File: config.mk
export PLATFORM = sky130hd
export DESIGN_NAME = button_auto_repeat_qualifier_unit
export DESIGN_NICKNAME = d
export VERILOG_FILES = /design/src/rtl/core/baqu_pkg.sv /design/src/rtl/core/baqu_cfg_regs.sv /design/src/rtl/core/baqu_repeat_core.sv /design/src/rtl/core/button_auto_repeat_qualifier_unit.sv
export SDC_FILE = /design/constraint.sdc
export NUM_CORES = 1
export LEC_CHECK = 0
export ABC_AREA = 1
export BUFFER_PORTS_ARGS = -buffer_cell sky130_fd_sc_hd__buf_2
export CAP_MARGIN = 20
export CORE_MARGIN = 5
export CORE_UTILIZATION = 55
export DETAILED_ROUTE_END_ITERATION = 10
export GPL_TIMING_DRIVEN = 0
export PLACE_DENSITY_LB_ADDON = 0.15
export SLEW_MARGIN = 20
export SYNTH_ARGS = -nofsm -noshare
export SYNTH_HDL_FRONTEND = slang
export SYNTH_SLANG_ARGS = --single-unit
File: constraint.sdc
create_clock -name clk -period 6.5 [get_ports clk]
set_input_delay 0 -clock clk [delete_from_list [all_inputs] [get_ports clk]]
set_output_delay 0 -clock clk [all_outputs]
set_load 0.01 [all_outputs]
File: src/rtl/core/baqu_pkg.sv
// ----------------------------------------------------------------------------
// baqu_pkg
// Shared types, register indexes and reset values for the button
// auto-repeat qualifier.
// ----------------------------------------------------------------------------
package baqu_pkg;

  localparam int BUTTON_BITS = 16;
  localparam int WORD_W      = 16;
  localparam int CFG_IDX_W   = 3;

  // Buttons above BUTTON_BITS are ignored
  localparam logic [32:0] BtnWide = (33'd1 << BUTTON_BITS) - 33'd1;
  localparam logic [WORD_W-1:0] BTN_MASK = BtnWide[WORD_W-1:0];
  localparam logic [WORD_W-1:0] CNT_MAX  = {WORD_W{1'b1}};

  localparam logic [CFG_IDX_W-1:0] REG_INITIAL_DELAY  = 3'd0;
  localparam logic [CFG_IDX_W-1:0] REG_REPEAT_PERIOD  = 3'd1;
  localparam logic [CFG_IDX_W-1:0] REG_SECOND_PERIOD  = 3'd2;
  localparam logic [CFG_IDX_W-1:0] REG_MODIFIER_MASK  = 3'd3;
  localparam logic [CFG_IDX_W-1:0] REG_PRI_PLAIN      = 3'd4;
  localparam logic [CFG_IDX_W-1:0] REG_PRI_MODIFIED   = 3'd5;
  localparam logic [CFG_IDX_W-1:0] REG_SEC_PLAIN      = 3'd6;
  localparam logic [CFG_IDX_W-1:0] REG_SEC_MODIFIED   = 3'd7;

  localparam logic [WORD_W-1:0] RST_INITIAL_DELAY = 16'd15;
  localparam logic [WORD_W-1:0] RST_REPEAT_PERIOD = 16'd4;
  localparam logic [WORD_W-1:0] RST_SECOND_PERIOD = 16'd8;
  localparam logic [WORD_W-1:0] RST_MODIFIER_MASK = 16'h8000;
  localparam logic [WORD_W-1:0] RST_PRI_PLAIN     = 16'h00F0;
  localparam logic [WORD_W-1:0] RST_PRI_MODIFIED  = 16'h00A0;
  localparam logic [WORD_W-1:0] RST_SEC_PLAIN     = 16'h0C00;
  localparam logic [WORD_W-1:0] RST_SEC_MODIFIED  = 16'h0C50;

  typedef struct packed {
    logic [WORD_W-1:0] initial_delay_frames;
    logic [WORD_W-1:0] repeat_period_frames;
    logic [WORD_W-1:0] secondary_period_frames;
    logic [WORD_W-1:0] modifier_mask;
    logic [WORD_W-1:0] primary_plain_mask;
    logic [WORD_W-1:0] primary_modified_mask;
    logic [WORD_W-1:0] secondary_plain_mask;
    logic [WORD_W-1:0] secondary_modified_mask;
  } cfg_t;

  function automatic logic [WORD_W-1:0] sat_inc(input logic [WORD_W-1:0] v);
    sat_inc = (v == CNT_MAX) ? CNT_MAX : v + 1'b1;
  endfunction

endpackage

File: src/rtl/core/baqu_cfg_regs.sv
// ----------------------------------------------------------------------------
// baqu_cfg_regs
// Configuration register file: timing values and repeat masks.
// ----------------------------------------------------------------------------
module baqu_cfg_regs (
  input  logic                      clk,
  input  logic                      rst,
  input  logic                      cfg_we,
  input  logic [baqu_pkg::CFG_IDX_W-1:0] cfg_index,
  input  logic [baqu_pkg::WORD_W-1:0]    cfg_data,
  output baqu_pkg::cfg_t            cfg
);
  import baqu_pkg::*;

  always_ff @(posedge clk) begin
    if (rst) begin
      cfg.initial_delay_frames    <= RST_INITIAL_DELAY;
      cfg.repeat_period_frames    <= RST_REPEAT_PERIOD;
      cfg.secondary_period_frames <= RST_SECOND_PERIOD;
      cfg.modifier_mask           <= RST_MODIFIER_MASK;
      cfg.primary_plain_mask      <= RST_PRI_PLAIN;
      cfg.primary_modified_mask   <= RST_PRI_MODIFIED;
      cfg.secondary_plain_mask    <= RST_SEC_PLAIN;
      cfg.secondary_modified_mask <= RST_SEC_MODIFIED;
    end else if (cfg_we) begin
      unique case (cfg_index)
        REG_INITIAL_DELAY: cfg.initial_delay_frames    <= cfg_data;
        REG_REPEAT_PERIOD: cfg.repeat_period_frames    <= cfg_data;
        REG_SECOND_PERIOD: cfg.secondary_period_frames <= cfg_data;
        REG_MODIFIER_MASK: cfg.modifier_mask           <= cfg_data;
        REG_PRI_PLAIN:     cfg.primary_plain_mask      <= cfg_data;
        REG_PRI_MODIFIED:  cfg.primary_modified_mask   <= cfg_data;
        REG_SEC_PLAIN:     cfg.secondary_plain_mask    <= cfg_data;
        REG_SEC_MODIFIED:  cfg.secondary_modified_mask <= cfg_data;
        default: ;
      endcase
    end
  end

endmodule

File: src/rtl/core/baqu_repeat_core.sv
// ----------------------------------------------------------------------------
// baqu_repeat_core
// Hold and repeat counters with the single-pass event logic. The state
// advances once per item when step is high.
// ----------------------------------------------------------------------------
module baqu_repeat_core (
  input  logic                        clk,
  input  logic                        rst,
  input  logic                        step,
  input  logic [baqu_pkg::WORD_W-1:0] buttons,
  input  baqu_pkg::cfg_t              cfg,
  output logic [baqu_pkg::WORD_W-1:0] event_bits
);
  import baqu_pkg::*;

  logic [WORD_W-1:0] last_buttons, last_buttons_next;
  logic [WORD_W-1:0] hold_count, hold_count_next;
  logic [WORD_W-1:0] primary_count, primary_count_next;
  logic [WORD_W-1:0] secondary_count, secondary_count_next;

  logic [WORD_W-1:0] btn, eligible, pri_base, sec_base, hold_inc, pri_inc, sec_inc;
  logic              modifier_held, released;

  always_comb begin
    btn           = buttons & BTN_MASK;
    eligible      = btn & (cfg.primary_plain_mask | cfg.secondary_plain_mask);
    released      = (btn == '0);
    modifier_held = |(btn & cfg.modifier_mask);
    // release of every button clears all counters
    pri_base      = released ? '0 : primary_count;
    sec_base      = released ? '0 : secondary_count;
    hold_inc      = sat_inc(hold_count);
    pri_inc       = sat_inc(pri_base);
    sec_inc       = sat_inc(sec_base);

    last_buttons_next    = btn;
    hold_count_next      = '0;
    primary_count_next   = pri_base;
    secondary_count_next = sec_base;
    event_bits           = '0;

    if (last_buttons != btn || eligible == '0) begin
      event_bits = ~last_buttons & btn;
    end else begin
      hold_count_next = hold_inc;
      // first repeat only on the frame the count steps onto the delay
      if (hold_count != CNT_MAX && hold_inc == cfg.initial_delay_frames) begin
        event_bits = eligible;
      end
      if (hold_inc >= cfg.initial_delay_frames) begin
        primary_count_next   = pri_inc;
        secondary_count_next = sec_inc;
        if (pri_inc >= cfg.repeat_period_frames) begin
          primary_count_next = '0;
          event_bits = btn & (modifier_held ? cfg.primary_modified_mask
                                            : cfg.primary_plain_mask);
        end
        if (sec_inc >= cfg.secondary_period_frames) begin
          secondary_count_next = '0;
          event_bits = event_bits | (btn & (modifier_held ? cfg.secondary_modified_mask
                                                          : cfg.secondary_plain_mask));
        end
      end else begin
        primary_count_next   = '0;
        secondary_count_next = '0;
      end
    end
  end

  always_ff @(posedge clk) begin
    if (rst) begin
      last_buttons    <= '0;
      hold_count      <= '0;
      primary_count   <= '0;
      secondary_count <= '0;
    end else if (step) begin
      last_buttons    <= last_buttons_next;
      hold_count      <= hold_count_next;
      primary_count   <= primary_count_next;
      secondary_count <= secondary_count_next;
    end
  end

endmodule

File: src/rtl/core/button_auto_repeat_qualifier_unit.sv
// ----------------------------------------------------------------------------
// button_auto_repeat_qualifier_unit
// Typematic auto-repeat for a button word: new presses and repeat pulses.
// ----------------------------------------------------------------------------
// One button word goes in per frame on the in_valid/in_ready channel and
// exactly one event word comes out on out_valid/out_ready, in order.
// The word is captured in an input register; the event logic runs in one
// pass from that register into the output register, updating the hold and
// repeat counters in the same cycle. Throughput is one item per cycle while
// the receiver takes each output word without stalling.
// When the receiver stalls, the output register holds its item and the
// input register still takes one more word; in_ready then drops until the
// output is taken. Reset (rst, synchronous) empties both registers, clears
// the counters and loads the register defaults. Configuration writes via
// cfg_we/cfg_index/cfg_data take effect on the next cycle and are meant to
// be made while no item is in flight.
// ----------------------------------------------------------------------------
module button_auto_repeat_qualifier_unit (
  input  logic                           clk,
  input  logic                           rst,
  input  logic                           in_valid,
  output logic                           in_ready,
  input  logic [baqu_pkg::WORD_W-1:0]    buttons,
  output logic                           out_valid,
  input  logic                           out_ready,
  output logic [baqu_pkg::WORD_W-1:0]    event_bits,
  input  logic                           cfg_we,
  input  logic [baqu_pkg::CFG_IDX_W-1:0] cfg_index,
  input  logic [baqu_pkg::WORD_W-1:0]    cfg_data
);
  import baqu_pkg::*;

  cfg_t              cfg;
  logic              in_full;
  logic [WORD_W-1:0] in_buttons;
  logic [WORD_W-1:0] event_calc;
  logic              advance;

  assign advance  = in_full && (!out_valid || out_ready);
  assign in_ready = !in_full || advance;

  baqu_cfg_regs u_cfg (
    .clk       (clk),
    .rst       (rst),
    .cfg_we    (cfg_we),
    .cfg_index (cfg_index),
    .cfg_data  (cfg_data),
    .cfg       (cfg)
  );

  baqu_repeat_core u_core (
    .clk        (clk),
    .rst        (rst),
    .step       (advance),
    .buttons    (in_buttons),
    .cfg        (cfg),
    .event_bits (event_calc)
  );

  always_ff @(posedge clk) begin
    if (rst) begin
      in_full   <= 1'b0;
      out_valid <= 1'b0;
    end else begin
      if (in_valid && in_ready) begin
        in_full <= 1'b1;
      end else if (advance) begin
        in_full <= 1'b0;
      end
      if (advance) begin
        out_valid <= 1'b1;
      end else if (out_ready) begin
        out_valid <= 1'b0;
      end
    end
  end

  always_ff @(posedge clk) begin
    if (in_valid && in_ready) begin
      in_buttons <= buttons;
    end
    if (advance) begin
      event_bits <= event_calc;
    end
  end

  a_reset_empty: assert property (@(posedge clk) rst |=> !out_valid && in_ready)
    else $error("pipeline not empty after reset");

  a_no_overwrite: assert property (@(posedge clk) disable iff (rst)
    (in_valid && in_ready && in_full) |-> advance)
    else $error("input register overwritten before its item advanced");

  a_out_hold: assert property (@(posedge clk) disable iff (rst)
    (out_valid && !out_ready) |=> out_valid && $stable(event_bits))
    else $error("stalled result changed or dropped");

  a_advance_loads: assert property (@(posedge clk) disable iff (rst)
    advance |=> out_valid)
    else $error("advanced item did not reach the output register");

endmodule

# Word level (Yosys, flattened, before mapping)

Index checks and enable logic that the tools add are counted.

Register bits after elaboration: 226
Input port bits: 40
Output and inout port bits: 18
Logic and storage cells: 90

$add $sub $neg: 3
Order comparisons: 3
Equality and inequality tests: 13
Muxes and demuxes: 25
Bitwise gates (word level): 8
Reduce and logical (&&, ||, !) cells: 22

Operators with widths:

| operator                                       | count |
|---|---|
| two-way mux 16 bit                             | 21 |
| bitwise AND 16 bit                             | 5 |
| adder 16 x 1 -> 16 bit (second input constant) | 3 |
| == test 16 bit (second input constant)         | 3 |
| greater-or-equal comparator 16 bit             | 3 |
| logical NOT 16 bit                             | 2 |
| bitwise OR 16 bit                              | 2 |
| == test 16 bit                                 | 1 |
| != test 16 bit                                 | 1 |
| != test 16 bit (second input constant)         | 1 |
| inverter 16 bit                                | 1 |
| AND reduction 2 bit                            | 8 |
| OR reduction 16 bit                            | 1 |
| == test 3 bit (second input constant)          | 4 |
| == test 3 x 2 -> 1 bit (second input constant) | 2 |
| two-way mux 1 bit                              | 4 |
| nonzero test 2 bit                             | 2 |
| == test 3 x 1 -> 1 bit (second input constant) | 1 |
| logical AND 1 bit                              | 3 |
| logical NOT 3 bit                              | 1 |
| logical OR 1 bit                               | 3 |
| logical NOT 1 bit                              | 2 |

# Depth between registers and ports, before layout

Gate-level depths: netlist (run 1).

Word-level depth: 12
Gate-level depth with buffers: 32
Depth with buffers taken out: 28

# Modules after synthesis

Synthesis (run 1) repeated with hierarchy kept, for this count alone.

Cells, all modules: 1958
Area total of the unflattened synthesis: 13065.0 µm²

By module, submodules not included:

| module                            | instances | cells each | area each (µm²) | seq. area each (µm²) |
|---|---|---|---|---|
| baqu_repeat_core                  | 1         | 1202       | 6977.9          | 1281.2 |
| baqu_cfg_regs                     | 1         | 712        | 5034.8          | 2562.5 |
| button_auto_repeat_qualifier_unit | 1         | 44         | 1052.3          | 1001.0 |

# Worst setup path after synthesis (run 1)

No wires, ideal clock.

Kind: register to register
Start: register in_buttons[2]
End: register event_bits[8] (netlist bit), data pin
Setup time: 0.258 ns
Data arrival time: 3.684 ns
Data required time: 6.242 ns
Slack: 2.558 ns
Cell stages (with the launch flop): 27
Buffers on the path: 5
Period minus slack after synthesis: 3.942 ns
Path through: edfxtp_1 > nor2_1 > nand2_1 > nor2_1 > nand2_2 > buf_12 > buf_8 > buf_2 > nand2_1 > inv_1 > ha_1 > nand2_1 > nor2_1 > nand2_2 > nor2_4 > nand2_2 > buf_6 > nand3_2 > ha_1 > nand2_1 > nor4_1 > nand2_1 > nand3_1 > clkbuf_1 > nor3_1 > o21ai_0 > nand2_1

Cells in the longest elaborated chain, start to end: 12
Elaborated cells between the ends (all ways): 28
Those cells by class: add/sub (2); order compare (2); eq/ne (3); mux (12); bitwise (5); reduce/logical (4)

RTL lines:

| what                                                     | RTL line                                | RTL |
|---|---|---|
| start: declaration                                       | button_auto_repeat_qualifier_unit.sv:35 | `logic [WORD_W-1:0] in_buttons;` |
| start signal: assignment                                 | button_auto_repeat_qualifier_unit.sv:80 | `in_buttons <= buttons;` |
| logical NOT 16 bit                                       | baqu_repeat_core.sv:27                  | `released = (btn == '0);` |
| two-way mux 16 bit                                       | baqu_repeat_core.sv:30                  | `pri_base = released ? '0 : primary_count;` |
| adder 16 x 1 -> 16 bit or == test 16 bit (tied branches) | baqu_pkg.sv:47                          | `sat_inc = (v == CNT_MAX) ? CNT_MAX : v + 1'b1;` |
| two-way mux 16 bit                                       | baqu_pkg.sv:47                          |  |
| greater-or-equal comparator 16 bit                       | baqu_repeat_core.sv:53                  | `if (pri_inc >= cfg.repeat_period_frames) begin` |
| two-way mux 16 bit                                       | baqu_repeat_core.sv:53                  |  |
| two-way mux 16 bit                                       | baqu_repeat_core.sv:50                  | `if (hold_inc >= cfg.initial_delay_frames) begin` |
| two-way mux 16 bit                                       | baqu_repeat_core.sv:42                  | `if (last_buttons != btn \|\| eligible == '0) begin` |
| bitwise OR 16 bit                                        | baqu_repeat_core.sv:60                  | `event_bits = event_bits \| (btn & (modifier_held ? cfg.secondary_modified_mask` |
| two-way mux 16 bit                                       | baqu_repeat_core.sv:58                  | `if (sec_inc >= cfg.secondary_period_frames) begin` |
| two-way mux 16 bit                                       | baqu_repeat_core.sv:50                  |  |
| two-way mux 16 bit (*)                                   | baqu_repeat_core.sv:42                  |  |
| named net event_calc[8]                                  | button_auto_repeat_qualifier_unit.sv:36 | `logic [WORD_W-1:0] event_calc;` |
| end signal: assignment                                   | button_auto_repeat_qualifier_unit.sv:83 | `event_bits <= event_calc;` |
| end: declaration                                         | button_auto_repeat_qualifier_unit.sv:26 | `output logic [baqu_pkg::WORD_W-1:0] event_bits,` |

The timed path passes the listed nets; every way through them passes the cells marked *. The select of a mux whose other input is x is not followed.
A chain may end at the register's enable or synchronous reset.

# Final worst setup path (run 1)

Same ends and word-level chain as after synthesis.

==> results by group, run 1 <==
Clock tree
  – Later-pin clock latency in the skew report: around 0.53 ns
  – Post-CTS setup buffer count: 0
  – TritonCTS clock tree: done
  – Clk slew on worst S/H paths: ~0.060 ns
  – Root buffer selected by CTS: clkbuf_16
  – CTS max path bufs: 3
  – CTS buffer count: 25
  – Htree depth: 1
  – # clock sinks: between 200 and 250

Layout
  – Diode count: 0
  – NumNets Final: 2,023
  – Syn-to-layout area delta: 14.7%
  – Share of cells above drive strength 1: between 8 and 9%
  – Fin util: ~64%

Synthesis
  – Yosys top cell area share: a little under a third
  – Post-synthesis register bit count: roughly 230
  – Yosys warns: 0
  – Synth area leaders: dfxtp_1 31%, nand2_1 13%, o21ai_0 8.1%
  – Synth Flop Type: dfxtp_1
  – Compound-Gate Fraction of Synth Area: between 10% and 20%
  – Area of the mapped netlist: around 12,000 sq um
  – Mapped Nets: 1,908
  – Cells after Synth: 1,801
  – Xor and xnor area share after synthesis: less than 1%
  – Mux contribution to synthesized area: 0%
  – Sequential-to-total area share from yosys stat: 39.0%
  – Simple-Gate Fraction of Synth Area: between 20% and 30%
  – Cell taking the most area after synthesis: dfxtp_1
  – Synth Area per Inst: just under 7 sq um
  – Largest family of logic cells by synthesized area: simple AND/OR/NAND/NOR gates
  – Post-synth EDFFs: 32
  – Synth unique cells: 39
  – Async S/R FF share, synth: 0%
  – Post-Synth Adder-Cell Area: just under 7%

Place
  – Buffers on Ports: 52
  – DP Worst Slack: between 1 and 1.5 ns
  – GPL Wtd Cong: slightly below 1
  – DPL Wire Length: between 20,000 and 30,000 um

Worst setup path
  – Max stage delay on crit path: slightly below 0.5 ns
  – WP depth: 26
  – CP max-delay cell: edfxtp_1
  – CP max FO: 10
  – Reg2reg path depth: 26
  – Crit. End Element: flip-flop
  – Worst path bufs/invs: 5
  – CP Launch Type: flip-flop
  – Worst r2r src: in_buttons[2]
  – Crit-path leading delay family: simple AND/OR/NAND/NOR gates
  – CP required: slightly below 7 ns
  – Cell mode on critical path: nand2_1
  – Arr. time, crit path: roughly 5.6 ns
  – Beginning of the critical path: in_buttons[2]
  – WS Path Type: flip-flop to flip-flop
  – Crit Reg-Reg Endpoint: event_bits[8]
  – Reg2Reg Setup Slack: between 1 and 1.5 ns

Timing
  – Clock skew: approximately 0.023 ns
  – Slew margin rel.: around 45%
  – Final Max Slew Viols: 0
  – Tmin final: about 5.3 ns
  – Total negative slack: 0 ns
  – Period utilization: between 80% and 90%
  – Fmax: 188 MHz
  – Count of final setup violators: 0
  – Slew @ Worst Pin: about 0.82 ns
  – Final Hold Viols: 0
  – Unrepaired setup endpoints after global routing: false
  – Final Worst Setup Slack: 1.18 ns

Global routing
  – Largest net degree at the start of global routing: 26
  – Initial antenna violation count: 0
  – Vias in the first global route: 11.8k
  – All-Layer GR Usage: 28.9%
  – First-pass GRT wire length: 60,600 um
  – Grt ovf: 0

Pwr
  – Power Dens Cells: approximately 240 nW/um^2
  – Static Leak: around 6.5 nW
  – VDD IR max: 0.000252 V

Floorplanning
  – Boundary pin count: between 50 and 60
  – Die Y: 160 um
  – Core box area: ~22,000 sq um
  – Initial Utilization: around 55%
  – Number of core rows: 55
  – Die area: approximately 26,000 sq um
  – Die Wd: 160 um

Hold path
  – Hold WC Path Type: input port to flip-flop
  – Hold path startpoint: cfg_index[1]
  – WHS Path Cells: 5
  – Hold EP: u_cfg.cfg[98]

Routing
  – DRC viols: 0
  – TritonRoute pass-1 iters: 5
  – Drt wl/cell: around 17 um
  – Final WL: ~38,000 um
  – DRT antenna net count: 0
  – Iter 0 DRT Violations: 933
  – Total vias in the final route: ~12k
  – Vias per cell: between 5 and 6

Flow run
  – Max-cap violations: 0

Run status
  – Status: finished, final reports clean
## cell usage after synthesis (9+ instances only)
library cell  instances
nand2_1             441
nand3_2              21
clkbuf_1             64
o21ai_0             201
nand4_1              22
nor3_1               17
inv_1               175
dfxtp_1             194
ha_1                 67
nor2_1              252
edfxtp_1             32
nand3_1              62
a21oi_1             149
nand2_2              14
a21oi_2              11
nor2_2                9
## cells in the final DEF, fill, tap and decap left out, drive strengths merged, types with 6 or more instances in the layout
cell type / instances
a21oi: 160
buf: 68
clkbuf: 105
dfxtp: 194
dlygate4sd3: 36
edfxtp: 32
ha: 67
inv: 180
nand2: 456
nand3: 84
nand4: 22
nor2: 266
nor3: 17
o211ai: 6
o21ai: 205
or2: 6
## sequential cells by signal (all words and copies together) (netlist names)
register                cells
event_bits                 16
in_buttons                 16
in_full                     1
out_valid                   1
u_cfg.cfg                 128
u_core.hold_count          16
u_core.last_buttons        16
u_core.primary_count       16
u_core.secondary_count     16
## report_power, final
group	switching (mW)	total, mW	internal (mW)
Combinational	0.318	0.468	0.150
Clock	0.583	1.48	0.897
Sequential	0.0406	1.52	1.48
## cell type report
| cell class | instances | area (sq um) |
|---|---|---|
| plain buffers | 81 | 364 |
| repair buffers | 88 | 621 |
| fillers | 2083 | 8180 |
| flip-flops and latches | 226 | 4840 |
| clock buffers | 40 | 742 |
| inverters | 180 | 676 |
| multi-input cells | 1314 | 6540 |
| clock inverters | 5 | 105 |
| well taps | 285 | 357 |
## how the worst max path moves through the flow
| stage | endpoint | slack, ns |
|---|---|---|
| CTS | event_bits[8] | 1.25 |
| global route | event_bits[6] | 0.82 |
| detailed placement | event_bits[8] | 1.30 |
| floorplan | event_bits[8] | 2.56 |
| global placement | event_bits[8] | 1.32 |
| finish | event_bits[8] | 1.18 |
## per-stage QoR
stage               power (mW)  cells  area [sq um]  hold WS (ns)
floorplan                 1.83   1801         12400        0.0989
global placement          1.98   2138         13000         0.177
detailed placement        1.99   2138         13000         0.178
CTS                       3.47   2219         14200        0.0308
global route              3.61   2219         14200        0.0511
finish                    3.47   2219         14200        0.0476
## repair_timing
action	4_1_cts	5_1_grt
hold endpoints to repair	124	0
resized for setup	0	0
hold buffers	36	0
## worst register-to-register path, delay by kind of cell (launching register included)
family | cells | cell delay, ns
and+or+nand+nor | 17 | 2.50
AOI/OAI and AO/OA | 2 | 0.41
buffers and inverters | 5 | 1.18
DFF | 1 | 0.49
adders and majority gates | 2 | 0.49
## metal layers
metal  up-vias  part of all wire, %  global-route usage, %
met5         -                    0                      0
met4         0                  4.4                   12.3
met3       113                  6.8                   3.64
met2       448                   48                   50.2
met1      5725                   41                   36.4
li1       6084                    -                      -
## kinds of logic (layout without fill, tap and decap cells)
kind of cell | Yosys count | count (layout)
simple gates | 860 | 860
compound gates | 382 | 382
buf+inv | 261 | 394
flops | 226 | 226
fa+ha+maj | 67 | 67
xor+xnor | 5 | 5
(Power assumes the default switching activity.)
==> run 2, diff against run 1 <==
--- a/config.mk
+++ b/config.mk
@@ -5,7 +5,7 @@
 export SDC_FILE = /design/constraint.sdc
 export NUM_CORES = 1
 export LEC_CHECK = 0
-export ABC_AREA = 1
+export ABC_AREA = 0
 export BUFFER_PORTS_ARGS = -buffer_cell sky130_fd_sc_hd__buf_2
 export CAP_MARGIN = 20
 export CORE_MARGIN = 5
==> constraint.sdc (replaced) <==
create_clock -name clk -period 4.3 [get_ports clk]
set_input_delay 0 -clock clk [delete_from_list [all_inputs] [get_ports clk]]
set_output_delay 0 -clock clk [all_outputs]
set_load 0.01 [all_outputs]
==> run 2 against run 1 <==
Effect of this change: the flow now finishes with violations (setup timing); hold slack lost 0.0023 ns; sequential share of layout area shrank 0.77 points; critical path depth shrank 6; largest cell class unchanged.
==> results by group, run 2 <==
Synthesis
  – Top cells by count, synth: 349 x nand2_1, 194 x dfxtp_1, 163 x a21oi_1
  – Synth Area per Inst: 8.23 sq um
  – Simple-Gate Fraction of Synth Area: between 20% and 30%
  – Xor and xnor area share after synthesis: under 10%
  – Post-synthesis register bit count: around 230
  – Post-synth EDFFs: 32
  – Sequential-to-total area share from yosys stat: between 40% and 50%
  – Synth area leaders: dfxtp_1 33%, nand2_1 11%, edfxtp_1 8.2%
  – Mapped Nets: ~1.5k
  – Compound-Gate Fraction of Synth Area: ~18%
  – Cells after Synth: 1,427
  – Synth unique cells: 66
  – Area of the mapped netlist: 11,700 sq um
  – Yosys top cell area share: roughly a third
  – Mux contribution to synthesized area: ~3.2%
  – Cell taking the most area after synthesis: dfxtp_1
  – Most common cell in the netlist: nand2_1
  – Synth Flop Type: dfxtp_1
  – Yosys warns: 0
  – Largest family of logic cells by synthesized area: simple AND/OR/NAND/NOR gates
  – Async S/R FF share, synth: 0%
  – Post-Synth Adder-Cell Area: between 7 and 8%

Layout
  – Commonest non-fill, non-tap cell in the layout: nand2_1
  – Syn-to-layout area delta: 24.1%
  – Share of cells above drive strength 1: 20.0%
  – Reg with most FFs: u_cfg.cfg
  – Diode count: 0
  – Filler cell count: about 1.6k
  – Non-Filler Instances: ~1.9k
  – Fin area: around 15,000 sq um
  – Footprint of the multi-input gates: 6720 sq um
  – Sequential Area: around 4800 sq um
  – Max FFs per register: about 130
  – Most frequent cells in the layout: 346 x nand2_1, 194 x dfxtp_1, 159 x a21oi_1
  – NumNets Final: around 1.7k

Floorplanning
  – Number of core rows: 53
  – Core box area: 21,000 sq um
  – Initial Utilization: a little under three fifths
  – Die Y: approximately 160 um
  – Boundary pin count: 58
  – Die Wd: 156 um
  – Die area: 24,400 sq um

Place
  – Dpl cell area: 12,300 sq um
  – Buffers on Ports: 39
  – Placed cells: 1,741
  – DPL Wire Length: around 24,000 um
  – GPL Wtd Cong: between 0.9 and 1

Global routing
  – Largest net degree at the start of global routing: 26
  – Met1 Use GR: 37.3%
  – Initial antenna violation count: 0
  – Grt ovf: 0
  – Vias in the first global route: between 10k and 15k
  – GR met3 Demand/Resource: between 4 and 5%
  – Busiest metal layer after global routing: met2
  – First-pass GRT wire length: ~55,000 um
  – Met2 Track Usage GR: between 40 and 50%
  – All-Layer GR Usage: roughly 28%

Pwr
  – Total power draw: ~4.7 mW
  – VDD IR max: 0.000293 V
  – Clock power share: between 40% and 50%
  – Power Dens Cells: 323 nW/um^2
  – Switching fraction of total power: approximately a quarter
  – Int Pwr: roughly 3.5 mW
  – Static Leak: roughly 5.7 nW
  – Combinational share of power: under 10%
  – Switch Pwr: around 1.2 mW
  – Seq pwr share: 47.5%

Timing
  – Slew @ Worst Pin: about 1.0 ns
  – Total negative slack: -5.34 ns
  – Unrepaired setup endpoints after global routing: true
  – Final Hold Viols: 0
  – Fmax: between 200 and 250 MHz
  – Count of final setup violators: 32
  – Final Worst Setup Slack: -0.314 ns
  – Slew margin rel.: 30.0%
  – Final Max Slew Viols: 0
  – Period utilization: 107%
  – Clock skew: 0.0158 ns
  – Tmin final: 4.61 ns

Routing
  – Vias per cell: approximately 5.8
  – Total vias in the final route: 10.9k
  – Drt wl/cell: approximately 19 um
  – Iter 0 DRT Violations: between 1k and 1.5k
  – TritonRoute pass-1 iters: 7
  – DRC viols: 0
  – DRT antenna net count: 0
  – Final WL: roughly 36,000 um

Worst setup path
  – Beginning of the critical path: in_buttons[15]
  – Reg2Reg Setup Slack: -0.31 ns
  – Crit. End Element: flip-flop
  – CP max FO: 5
  – Worst r2r src: in_buttons[15]
  – CP Launch Type: flip-flop
  – Arr. time, crit path: slightly below 5 ns
  – CP required: about 4.6 ns
  – Reg2reg path depth: 20
  – WS Path Type: flip-flop to flip-flop
  – Crit Reg-Reg Endpoint: event_bits[13]
  – CP endpoint: event_bits[13]

Clock tree
  – CTS buffer count: 25
  – CTS max path bufs: 3
  – # clock sinks: ~230
  – TritonCTS clock tree: done
  – Clk slew on worst S/H paths: roughly 0.06 ns
  – Htree depth: 1
  – Later-pin clock latency in the skew report: around 0.53 ns
  – Root buffer selected by CTS: clkbuf_16

Hold path
  – Hold WC Path Type: input port to flip-flop

Flow run
  – Max-cap violations: 0

Run status
  – Failing checks: setup timing
  – Status: finished, violations left
==> run 2: critical path, stage by stage (launching register included) <==
cell and delay (ns):
edfxtp_1 0.51, nor4_4 0.33, nand4_1 0.14, buf_6 0.16
buf_6 0.13, and2_4 0.17, ha_4 0.17, nand3_4 0.11
nor3_4 0.07, and3_4 0.21, buf_12 0.15, o21ai_4 0.14
inv_2 0.06, ha_4 0.22, a211oi_2 0.19, o211ai_1 0.17
a221o_1 0.36, a21o_4 0.23, buf_8 0.13, a222oi_1 0.49
o21ai_1 0.17
==> run 2: timing repair <==
item	CTS	global route
endpoints found under the setup margin	48	48
resized for setup	98	53
pin swaps	43	54
gates cloned	4	1
setup buffers	35	22
hold buffers	35	0
endpoints found under the hold margin	145	0
==> run 2: cell type report <==
type                       count  share of cell area [%]
tap                          275                    2.36
timing repair buffer         134                    7.40
buffer                        87                    3.11
clock buffer                  39                    5.06
sequential                   226                    33.2
multi-input combinational   1015                    46.1
inverter                      98                    2.52
clock inverter                 7                   0.266
==> run 2: how the worst min path moves through the flow <==
| stage | start | to | slack, ns | depth (start not counted) |
|---|---|---|---|---|
| final | rst | u_core.primary_count[3] | 0.05 | 5 |
| after CTS | rst | u_core.secondary_count[0] | 0.008 | 5 |
| after floorplan | buttons[0] | in_buttons[0] | 0.1 | 0 |
| after global routing | rst | u_core.primary_count[3] | 0.06 | 5 |
| after detailed placement | buttons[8] | in_buttons[8] | 0.18 | 1 |
| after global placement | buttons[13] | in_buttons[13] | 0.18 | 1 |
==> run 2: kinds of logic (layout without fill, tap and decap cells) <==
| logic type | count (synthesis) | in the layout |
|---|---|---|
| flops | 226 | 226 |
| compound gates | 325 | 326 |
| mux | 34 | 34 |
| fa+ha+maj | 67 | 67 |
| buf+inv | 187 | 365 |
| simple gates | 562 | 562 |
| xor+xnor | 26 | 26 |
==> run 2: stage by stage <==
stage          hold WS [ns]  setup WS (ns)  util, %
2_1_floorplan        0.0989         0.0391        -
3_3_place_gp          0.176          -1.69     58.4
3_5_place_dp          0.178          -1.71     58.5
4_1_cts             0.00848         -0.251     67.1
5_1_grt              0.0635         -0.412     69.4
6_report             0.0453         -0.314     69.4
==> run 2: power groups by stage <==
stage	clock network, mW	registers (mW)	logic [mW]
6_report	2.05	2.24	0.420
5_1_grt	2.16	2.24	0.452
4_1_cts	2.06	2.23	0.393
3_5_place_dp	0	2.29	0.332
3_3_place_gp	0	2.29	0.326
2_1_floorplan	0	2.27	0.220
==> run 2: metal layers <==
layer / wire length [um] / vias to the layer above / part of all wire (%)
li1: - / 5263 / -
met1: 15100 / 5177 / 42
met2: 17200 / 379 / 48
met3: 2370 / 102 / 6.6
met4: 1330 / 0 / 3.7
met5: 0 / - / 0
